--- src/design/cst_pkg.sv ---
// Shared types and constants for the CSV record tokenizer.
// No dependencies; used by cst_classify and csv_record_tokenizer.
package cst_pkg;

    // Character codes
    localparam logic [7:0] QUOTE_CHAR = 8'd34;
    localparam logic [7:0] LF_CHAR    = 8'd10;
    localparam logic [7:0] CR_CHAR    = 8'd13;
    localparam logic [7:0] TAB_CHAR   = 8'd9;
    localparam logic [7:0] VT_CHAR    = 8'd11;
    localparam logic [7:0] FF_CHAR    = 8'd12;
    localparam logic [7:0] SPACE_CHAR = 8'd32;

    // Register reset values and register indexes
    localparam logic [7:0] DELIMITER_RESET = 8'd44;
    localparam logic       TRIM_RESET      = 1'b1;
    localparam logic       REG_DELIMITER   = 1'b0;
    localparam logic       REG_TRIM        = 1'b1;

    // Sizing
    localparam int MAX_HELD_SPACES = 63;
    localparam int MAX_COLUMNS     = 1024;
    localparam int COLUMN_W        = 10;
    localparam logic [COLUMN_W-1:0] COLUMN_CAP =
        (MAX_COLUMNS - 1 > 1023) ? COLUMN_W'(1023) : COLUMN_W'(MAX_COLUMNS - 1);

    typedef enum logic [1:0] {
        ST_IDLE,
        ST_DRAIN,
        ST_FINAL
    } state_t;

    typedef enum logic [1:0] {
        ACT_NONE,
        ACT_CONTENT,
        ACT_FIELD_END,
        ACT_RECORD_END
    } act_t;

    typedef struct packed {
        logic in_quoted;
        logic quote_lookahead;
        logic field_has_content;
        logic record_started;
    } flags_t;

    typedef struct packed {
        act_t   act;
        flags_t flags;
        logic   hold_push;
        logic   col_inc;
        logic   end_rec;
    } decision_t;

endpackage

--- src/design/cst_ram.sv ---
// Generic single-write, single-read RAM with registered read data.
// No dependencies.
module cst_ram #(
    parameter int WIDTH = 8,
    parameter int DEPTH = 63,
    localparam int AW = (DEPTH > 1) ? $clog2(DEPTH) : 1
) (
    input  logic             aclk,
    input  logic             we,
    input  logic [AW-1:0]    waddr,
    input  logic [WIDTH-1:0] wdata,
    input  logic [AW-1:0]    raddr,
    output logic [WIDTH-1:0] rdata
);

    logic [WIDTH-1:0] mem [DEPTH];
    logic [WIDTH-1:0] rdata_reg;

    always_ff @(posedge aclk) begin
        if (we) begin
            mem[waddr] <= wdata;
        end
        rdata_reg <= mem[raddr];
    end

    assign rdata = rdata_reg;

endmodule

--- src/design/cst_classify.sv ---
// Per-byte decision logic: quote lookahead, delimiter, trim and record rules.
// Depends on cst_pkg for flag and decision types and character codes.
module cst_classify (
    input  logic                kind,
    input  logic [7:0]          data_byte,
    input  logic [7:0]          delimiter,
    input  logic                trim,
    input  logic                hold_full,
    input  cst_pkg::flags_t     flags_i,
    output cst_pkg::decision_t  dec_o
);

    logic ws;
    logic inq;
    logic quote_pair;

    assign ws = (data_byte == cst_pkg::TAB_CHAR) || (data_byte == cst_pkg::VT_CHAR) ||
                (data_byte == cst_pkg::FF_CHAR)  || (data_byte == cst_pkg::SPACE_CHAR);
    assign quote_pair = flags_i.quote_lookahead && (data_byte == cst_pkg::QUOTE_CHAR);
    // pending lookahead quote followed by anything else closes the quoted run
    assign inq = flags_i.in_quoted && !flags_i.quote_lookahead;

    always_comb begin
        dec_o           = '0;
        dec_o.act       = cst_pkg::ACT_NONE;
        dec_o.flags     = flags_i;
        if (kind || data_byte == cst_pkg::LF_CHAR) begin
            dec_o.end_rec = 1'b1;
            dec_o.flags   = '0;
            if (flags_i.record_started) begin
                dec_o.act = cst_pkg::ACT_RECORD_END;
            end
        end else if (data_byte != cst_pkg::CR_CHAR) begin
            dec_o.flags.quote_lookahead = 1'b0;
            dec_o.flags.in_quoted       = inq;
            if (quote_pair) begin
                // doubled quote: literal quote, stay quoted
                dec_o.flags.in_quoted         = 1'b1;
                dec_o.flags.field_has_content = 1'b1;
                dec_o.act                     = cst_pkg::ACT_CONTENT;
            end else if (data_byte == cst_pkg::QUOTE_CHAR) begin
                dec_o.flags.record_started = 1'b1;
                if (inq) begin
                    dec_o.flags.quote_lookahead = 1'b1;
                end else begin
                    dec_o.flags.in_quoted = 1'b1;
                end
            end else if (!inq && data_byte == delimiter) begin
                if (!(trim && ws && !flags_i.record_started)) begin
                    dec_o.flags.record_started    = 1'b1;
                    dec_o.flags.field_has_content = 1'b0;
                    dec_o.act                     = cst_pkg::ACT_FIELD_END;
                    dec_o.col_inc                 = 1'b1;
                end
            end else if (trim && ws) begin
                // hold inner whitespace, drop leading and overflow bytes
                if (flags_i.record_started && flags_i.field_has_content && !hold_full) begin
                    dec_o.hold_push = 1'b1;
                end
            end else begin
                dec_o.flags.record_started    = 1'b1;
                dec_o.flags.field_has_content = 1'b1;
                dec_o.act                     = cst_pkg::ACT_CONTENT;
            end
        end
    end

endmodule

--- src/design/csv_record_tokenizer.sv ---
// CSV record tokenizer: splits a byte stream into field bytes and field/record marks.
// Results are registered in the output register. Input takes one item per cycle while
// the result slot is free; a content byte that releases held whitespace blocks input
// until the held bytes, read from the hold RAM, and then the byte itself are sent.
// Reset (aresetn, synchronous): control flags, column, hold count and output valid clear;
// delimiter resets to 44, trim to 1. The hold RAM is not cleared; its fill count guards it.
module csv_record_tokenizer #(
    parameter int MAX_HELD_SPACES = cst_pkg::MAX_HELD_SPACES
) (
    input  logic        aclk,
    input  logic        aresetn,
    // configuration port
    input  logic        psel,
    input  logic        penable,
    input  logic        pwrite,
    input  logic [2:0]  paddr,
    input  logic [31:0] pwdata,
    output logic [31:0] prdata,
    output logic        pready,
    // input channel
    input  logic        s_valid,
    output logic        s_ready,
    input  logic        s_kind,
    input  logic [7:0]  s_data_byte,
    // result channel
    output logic        m_valid,
    input  logic        m_ready,
    output logic [7:0]  m_out_byte,
    output logic        m_field_end,
    output logic        m_record_end,
    output logic [cst_pkg::COLUMN_W-1:0] m_column,
    output logic        m_last
);

    localparam int AW = (MAX_HELD_SPACES > 1) ? $clog2(MAX_HELD_SPACES) : 1;
    localparam int CW = $clog2(MAX_HELD_SPACES + 1);
    localparam logic [CW-1:0] HOLD_MAX = CW'(MAX_HELD_SPACES);

    // configuration
    logic [7:0] delimiter_reg;
    logic       trim_reg;
    logic       cfg_write;

    // control state
    cst_pkg::state_t  state_reg, state_next;
    cst_pkg::flags_t  flags_reg, flags_next;
    logic [CW-1:0]    count_reg, count_next;
    logic [AW-1:0]    idx_reg, idx_next;
    logic [cst_pkg::COLUMN_W-1:0] col_reg, col_next;
    logic [7:0]       pend_reg, pend_next;

    // output register
    logic             m_valid_reg, m_valid_next;
    logic [7:0]       out_byte_reg, out_byte_next;
    logic             field_end_reg, field_end_next;
    logic             record_end_reg, record_end_next;
    logic [cst_pkg::COLUMN_W-1:0] column_reg, column_next;
    logic             last_reg, last_next;

    logic               accept;
    logic               slot_free;
    logic               load;
    logic               drain_last;
    logic [7:0]         hold_rdata;
    cst_pkg::decision_t dec;

    assign cfg_write = psel && penable && pwrite && pready;
    assign pready    = 1'b1;
    assign prdata    = (paddr[2] == cst_pkg::REG_TRIM) ? {31'b0, trim_reg}
                                                       : {24'b0, delimiter_reg};

    always_ff @(posedge aclk) begin
        if (!aresetn) begin
            delimiter_reg <= cst_pkg::DELIMITER_RESET;
            trim_reg      <= cst_pkg::TRIM_RESET;
        end else if (cfg_write) begin
            if (paddr[2] == cst_pkg::REG_DELIMITER) begin
                delimiter_reg <= pwdata[7:0];
            end else begin
                trim_reg <= pwdata[0];
            end
        end
    end

    assign slot_free  = !m_valid_reg || m_ready;
    assign s_ready    = (state_reg == cst_pkg::ST_IDLE) && slot_free;
    assign accept     = s_valid && s_ready;
    assign drain_last = (CW'(idx_reg) + CW'(1)) == count_reg;

    cst_classify u_classify (
        .kind      (s_kind),
        .data_byte (s_data_byte),
        .delimiter (delimiter_reg),
        .trim      (trim_reg),
        .hold_full (count_reg == HOLD_MAX),
        .flags_i   (flags_reg),
        .dec_o     (dec)
    );

    cst_ram #(
        .WIDTH (8),
        .DEPTH (MAX_HELD_SPACES)
    ) u_hold_ram (
        .aclk  (aclk),
        .we    (accept && dec.hold_push),
        .waddr (AW'(count_reg)),
        .wdata (s_data_byte),
        .raddr (idx_next),
        .rdata (hold_rdata)
    );

    // next state
    always_comb begin
        state_next = state_reg;
        case (state_reg)
            cst_pkg::ST_IDLE: begin
                if (accept && dec.act == cst_pkg::ACT_CONTENT && count_reg != '0) begin
                    state_next = cst_pkg::ST_DRAIN;
                end
            end
            cst_pkg::ST_DRAIN: begin
                if (slot_free && drain_last) begin
                    state_next = cst_pkg::ST_FINAL;
                end
            end
            cst_pkg::ST_FINAL: begin
                if (slot_free) begin
                    state_next = cst_pkg::ST_IDLE;
                end
            end
            default: state_next = cst_pkg::ST_IDLE;
        endcase
    end

    // datapath and outputs
    always_comb begin
        flags_next      = flags_reg;
        count_next      = count_reg;
        idx_next        = '0;
        col_next        = col_reg;
        pend_next       = pend_reg;
        load            = 1'b0;
        out_byte_next   = out_byte_reg;
        field_end_next  = field_end_reg;
        record_end_next = record_end_reg;
        column_next     = column_reg;
        last_next       = last_reg;
        case (state_reg)
            cst_pkg::ST_IDLE: begin
                if (accept) begin
                    flags_next = dec.flags;
                    pend_next  = s_data_byte;
                    if (dec.end_rec) begin
                        count_next = '0;
                        col_next   = '0;
                    end else if (dec.act == cst_pkg::ACT_FIELD_END) begin
                        count_next = '0;
                        if (col_reg < cst_pkg::COLUMN_CAP) begin
                            col_next = col_reg + cst_pkg::COLUMN_W'(1);
                        end
                    end else if (dec.hold_push) begin
                        count_next = count_reg + CW'(1);
                    end
                    out_byte_next   = s_data_byte;
                    field_end_next  = 1'b0;
                    record_end_next = 1'b0;
                    column_next     = col_reg;
                    last_next       = 1'b1;
                    case (dec.act)
                        cst_pkg::ACT_CONTENT: begin
                            load = (count_reg == '0);
                        end
                        cst_pkg::ACT_FIELD_END: begin
                            load           = 1'b1;
                            out_byte_next  = '0;
                            field_end_next = 1'b1;
                        end
                        cst_pkg::ACT_RECORD_END: begin
                            load            = 1'b1;
                            out_byte_next   = '0;
                            field_end_next  = 1'b1;
                            record_end_next = 1'b1;
                        end
                        default: load = 1'b0;
                    endcase
                end
            end
            cst_pkg::ST_DRAIN: begin
                idx_next = idx_reg;
                if (slot_free) begin
                    load            = 1'b1;
                    out_byte_next   = hold_rdata;
                    field_end_next  = 1'b0;
                    record_end_next = 1'b0;
                    column_next     = col_reg;
                    last_next       = 1'b0;
                    // advance the read address unless this was the last held byte
                    if (!drain_last) begin
                        idx_next = idx_reg + AW'(1);
                    end
                end
            end
            cst_pkg::ST_FINAL: begin
                if (slot_free) begin
                    load            = 1'b1;
                    out_byte_next   = pend_reg;
                    field_end_next  = 1'b0;
                    record_end_next = 1'b0;
                    column_next     = col_reg;
                    last_next       = 1'b1;
                    count_next      = '0;
                end
            end
            default: idx_next = '0;
        endcase
        m_valid_next = load || (m_valid_reg && !m_ready);
    end

    always_ff @(posedge aclk) begin
        if (!aresetn) begin
            state_reg   <= cst_pkg::ST_IDLE;
            flags_reg   <= '0;
            count_reg   <= '0;
            idx_reg     <= '0;
            col_reg     <= '0;
            m_valid_reg <= 1'b0;
        end else begin
            state_reg   <= state_next;
            flags_reg   <= flags_next;
            count_reg   <= count_next;
            idx_reg     <= idx_next;
            col_reg     <= col_next;
            m_valid_reg <= m_valid_next;
        end
    end

    always_ff @(posedge aclk) begin
        pend_reg <= pend_next;
        if (load) begin
            out_byte_reg   <= out_byte_next;
            field_end_reg  <= field_end_next;
            record_end_reg <= record_end_next;
            column_reg     <= column_next;
            last_reg       <= last_next;
        end
    end

    assign m_valid      = m_valid_reg;
    assign m_out_byte   = out_byte_reg;
    assign m_field_end  = field_end_reg;
    assign m_record_end = record_end_reg;
    assign m_column     = column_reg;
    assign m_last       = last_reg;

endmodule

--- config.mk ---
export PLATFORM = sky130hd
export DESIGN_NAME = csv_record_tokenizer
export DESIGN_NICKNAME = d
export VERILOG_FILES = /design/src/design/cst_pkg.sv /design/src/design/cst_ram.sv /design/src/design/cst_classify.sv /design/src/design/csv_record_tokenizer.sv
export SDC_FILE = /design/constraint.sdc
export NUM_CORES = 1
export LEC_CHECK = 0
export BUFFER_PORTS_ARGS = -buffer_cell sky130_fd_sc_hd__buf_2
export CORE_MARGIN = 4
export CORE_UTILIZATION = 54
export DETAILED_ROUTE_END_ITERATION = 6
export PLACE_DENSITY = 0.71
export SYNTH_ARGS = -nofsm -noshare
export SYNTH_HDL_FRONTEND = slang
export SYNTH_SLANG_ARGS = --single-unit
--- constraint.sdc ---
create_clock -name aclk -period 5.6 [get_ports aclk]
set_input_delay 0.56 -clock aclk [delete_from_list [all_inputs] [get_ports aclk]]
set_output_delay 0.56 -clock aclk [all_outputs]
set_load 0.03 [all_outputs]
==> results.cfg, run 1 <==
[layout]
layout-drive-gt1-share = 0.123
fin_util = 0.608
final_nets = 2134
final.fill_count = 3540
mostFrequentLayoutCells = edfxtp_1 (533), nand2_1 (446), nand3_1 (167), nor2_1 (137), clkbuf_16 (59)
layout.area.seq_um2 = 16900
final_common_cell = edfxtp_1
stdcell_area_um2 = 27800
multi_input_area_um2 = 7500
syn2layout_area_growth_pct = 10.6
diodes = 0
largest_reg_flops = 504

[floorplan]
die_h_um = 224
io_pins = 107
coreArea_um2 = 45800
rows = 78
die_x_um = 224
initial_utilization = 0.550
die-area_um2 = 50100

[yosys]
ys.flop_type = edfxtp_1
synth_edf_count = 533
synth_area_um2 = 25200
avgSynthCellArea_um2 = 12.4
synth_warnings = 0
synth_seq_cells = 579
syn_inst = 2037
yosysSeqAreaShare = 0.672
synthDistinctLibCells = 100
ys_async_sr_fraction = 0

[sta]
worst_slew_pin_slew_ns = 1.18
layout_min_cycle_time_ns = 4.64
setup_tns_ns = 0
slew_viol_final = 0
max_freq_ghz = 0.215
rsz0062_at_grt = no
period_share = 0.829
worst_slack_ns = 0.956
hold_viol = 0
setup-violations-final = 0
clock_skew_ns = 0.0201
max_slew_margin = 0.208

[clock_network]
cts-root-buf = clkbuf_16
cts_resized = 0
clk_pin_slew_ns = 0.06
post-cts-setup-buffers = 0
tritoncts = done
cts_max_path_buffers = 3
cts_buffers = 57
cts_sinks = 579
h-tree-depth = 2
ctsHoldBuffers = 0
clkLatencyLatePin_ns = 0.62

[place]
dp.final_hpwl_um = 42500
dpl_cell_area_um2 = 25900
io_buffers = 55
place_congestion = 0.925
post-place-ws_ns = 1.03

[worst_setup_path]
worstPathArrival_ns = 5.12
critPathLaunchType = flip-flop
worst-setup-path-type = flip-flop to flip-flop
endpoint_kind = flip-flop
cp.required_ns = 6.08
r2r_cells = 13
crit_fanout = 20

[detailed_routing]
routed_wl_um = 67200
wire_per_inst_um = 24.7
antenna_left = 0
drt-pass1-iter-count = 7
drc = 2
via_per_inst = 6.37
vias = 17300
drt_iter0_markers = 2186

[run]
drv_cap = 0

[pwr]
vdd_drop_max_uv = 287
power.density_nw_per_um2 = 325
p_leak_nw = 9.33

[global_route]
grt_usage = 0.262
grt_overflow = 0
grt_max_degree = 70
grt_pass1_wl_um = 101000
grt_pass1_vias = 16300
antenna_found_initial = 2

[run_status]
status = finished, violations left
violations = DRC

[min_path]
worstHoldPathCells = 3
hold_class = input pin to flip-flop
[logic make-up (layout without fill, tap and decap cells)]
family          count (synthesis)  in the layout  share of synthesized area
fa+ha+maj                       8              8                    0.00398
mux                            38             38                     0.0161
buf+inv                       162            226                     0.0346
other cells                     2             25                   0.000298
simple gates                  886            886                      0.157
compound gates                336            336                      0.106
xor+xnor                       26             26                    0.00994
flops                         579            579                      0.672
[path summary, 6_finish.rpt]
path / startpoint / endpoint / slack [ns]
max: idx_reg[1]$_SDFF_PN0_ / u_hold_ram.rdata[0]$_DFF_P_ / 0.96
min: pwdata[2] / delimiter_reg[2]$_SDFFE_PN1P_ / 0.17
max reg2reg: idx_reg[1]$_SDFF_PN0_ / u_hold_ram.rdata[0]$_DFF_P_ / 0.96
min reg2reg: delimiter_reg[6]$_SDFFE_PN0P_ / delimiter_reg[6]$_SDFFE_PN0P_ / 0.49
[power breakdown]
| group | internal [mW] | switching, mW |
|---|---|---|
| Clock | 2.29 | 1.60 |
| Sequential | 4.73 | 0.00865 |
| Combinational | 0.0958 | 0.308 |
| Total | 7.12 | 1.92 |
[per-stage QoR]
stage	instances	power [mW]	hold slack [ns]
CTS	2724	9.06	0.152
detailed placement	2616	5.23	0.477
global route	2724	9.27	0.178
finish	2724	9.04	0.169
floorplan	2060	5.07	0.431
global placement	2616	5.22	0.481
[critical path, stage by stage, from the launching register on]
cell and delay [ns]:
dfxtp_1 0.51, ha_1 0.53, nand3_2 0.19, o31ai_1 0.48
nor2_4 0.05, a21o_1 0.24, nor3_4 0.90, buf_4 0.36
mux2i_1 0.26, a32oi_1 0.07, and3_1 0.24, a2111oi_0 0.32
buf_4 0.22, nand4_1 0.09
[metal layers]
layer / part of all wire / GRT usage / routed length (um) / vias to the layer above
met5: 0 / 0 / 0 / -
met3: 0.11 / 0.0586 / 7220 / 111
met1: 0.39 / 0.367 / 26500 / 8536
li1: - / - / - / 7685
met4: 0.032 / 0.0815 / 2120 / 0
met2: 0.47 / 0.414 / 31300 / 1007
[cell usage after synthesis, types with 21 or more instances]
library cell	count	area (um^2)
nor2_1	139	522
edfxtp_1	533	16000
clkbuf_1	37	139
nand3_1	167	836
and3_1	31	194
a21oi_1	41	205
a31oi_1	36	225
buf_4	37	278
buf_2	63	315
o211ai_1	21	158
a22oi_1	21	158
mux2i_1	22	220
o21ai_0	30	150
nand4_1	23	144
nand2_1	447	1680
dfxtp_1	46	921
a221oi_1	42	368
[layout make-up]
| class | instances | area share |
|---|---|---|
| tap | 600 | 0.0270 |
| inverter | 14 | 0.00189 |
| multi-input combinational | 1319 | 0.269 |
| timing repair buffer | 104 | 0.0249 |
| clock buffer | 82 | 0.0597 |
| clock inverter | 26 | 0.00926 |
| sequential | 579 | 0.608 |
No activity file was read; power rests on OpenSTA's default activity.
==> inputs of run 2 (changes only) <==
- PLACE_DENSITY: 0.71 -> 0.74
- clock period: 5.6 -> 3.73 ns (I/O delays scaled with it)
==> run 2 against run 1 <==
Against the previous run: cell count up 3.9%; fmax up 30%; the flow now finishes without violations; clock power grew 45%; clock skew increased by 0.014 ns; design area increased by 3.0%; die area is the same; first-iteration DRC count rose by 9.6%; count of clock-buffer cells in the layout fell by 12; worst hold slack got worse by 0.068 ns; global-route usage increased by 0.60 points; combinational power grew 58%; via count increased by 3.1%.
==> results.cfg, run 2 (synthesis results as in run 1) <==
[floorplan]
initial_utilization = 0.550
io_pins = 107
die_x_um = 224
rows = 78
die-area_um2 = 50100
die_h_um = 224
coreArea_um2 = 45800

[global_route]
antenna_found_initial = 3
grt_pass1_vias = 17100
grt_overflow = 0
grt_usage = 0.268
grt_max_degree = 66
grt_pass1_wl_um = 103000

[worst_setup_path]
cp.required_ns = 4.29
worstPathArrival_ns = 4.12
crit_fanout = 11
critPathLaunchType = flip-flop
endpoint_kind = flip-flop
worst-setup-path-type = flip-flop to flip-flop

[sta]
worst_slack_ns = 0.168
worst_slew_pin_slew_ns = 0.922
rsz0062_at_grt = yes
setup_tns_ns = 0
layout_min_cycle_time_ns = 3.56
max_freq_ghz = 0.281
clock_skew_ns = 0.0339
max_slew_margin = 0.384
slew_viol_final = 0
period_share = 0.955
hold_viol = 0
setup-violations-final = 0

[clock_network]
cts_buffers = 57
cts_max_path_buffers = 3
clk_pin_slew_ns = 0.06
cts_sinks = 579
cts-root-buf = clkbuf_16
tritoncts = done
h-tree-depth = 2
clkLatencyLatePin_ns = 0.62
post-cts-setup-buffers = 0

[layout]
stdcell_count = 2830
largest_reg_flops = 504
layout-drive-gt1-share = 0.158
syn2layout_area_growth_pct = 14.0
mostFrequentLayoutCells = edfxtp_1 (533), nand2_1 (446), nand3_1 (167), nor2_1 (136), buf_4 (135)
stdcell_area_um2 = 28700
final_common_cell = edfxtp_1
final_nets = 2240

[detailed_routing]
routed_wl_um = 68700
via_per_inst = 6.32
drc = 0
drt_iter0_markers = 2395
antenna_left = 0
wire_per_inst_um = 24.3
vias = 17900
drt-pass1-iter-count = 6

[place]
place_congestion = 0.915
dpl_cell_area_um2 = 26800
place_inst = 2714
post-place-ws_ns = -0.0402
dp.final_hpwl_um = 44700
io_buffers = 55

[pwr]
vdd_drop_max_uv = 437
p_leak_nw = 9.84
power.density_nw_per_um2 = 467

[run_status]
status = finished, final reports clean

[run]
drv_cap = 0

[min_path]
hold_class = input pin to flip-flop
run 2: area by class of cell:
cell class	instances	area, um^2
inverters	14	52.6
multi-input cells	1319	7510
repair buffers	210	1610
diodes	2	5.00
clock buffers	70	1520
flip-flops and latches	579	16900
well taps	600	751
fillers	3344	17100
clock inverters	36	312
run 2: worst paths after layout:
kind	from	endpoint	slack (ns)	cells after the start
max	idx_reg[1]$_SDFF_PN0_	u_hold_ram.rdata[1]$_DFF_P_	0.17	12
min	aresetn	trim_reg$_SDFFE_PN1P_	0.10	2
max reg2reg	idx_reg[1]$_SDFF_PN0_	u_hold_ram.rdata[1]$_DFF_P_	0.17	12
min reg2reg	col_reg[5]$_SDFFE_PN0P_	m_column[5]$_DFFE_PP_	0.47	0
run 2: what timing repair did:
action,CTS,global route
hold buffers,8,0
gates resized for setup,1,4
endpoints found under the hold margin,9,0
endpoints found under the setup margin,1,8
gates cloned,0,0
run 2: per-layer routing:
metal	vias to the layer above	global-route usage	share of wire
met5	-	0	0.00019
met2	1082	0.423	0.46
li1	7906	-	-
met3	187	0.0634	0.12
met4	2	0.107	0.043
met1	8698	0.363	0.38
run 2: where the power goes:
| part | total [mW] | switching, mW | internal (mW) | leakage, nW |
|---|---|---|---|---|
| logic | 0.638 | 0.470 | 0.168 | 3.76 |
| clock network | 5.65 | 2.42 | 3.23 | 0.894 |
| registers | 7.12 | 0.0140 | 7.11 | 5.18 |
| total | 13.4 | 2.90 | 10.5 | 9.84 |
run 2: critical path, stage by stage (launching register included):
cell	delay [ns]
dfxtp_1	0.35
ha_2	0.32
xor2_1	0.15
nor2_1	0.25
o211ai_2	0.19
buf_4	0.23
o211ai_4	0.21
mux2_4	0.35
or3_1	0.56
a31oi_1	0.22
nand4_1	0.23
and4_1	0.31
nand4_1	0.11
run 2: per-stage QoR:
step                      utilization  power, mW  hold WS [ns]
after detailed placement        0.585       7.88         0.458
after floorplan                     -       7.62         0.431
after CTS                       0.626       13.5        0.0726
final                           0.627       13.4         0.101
after global routing            0.627       13.8        0.0920
after global placement          0.585       7.86         0.451
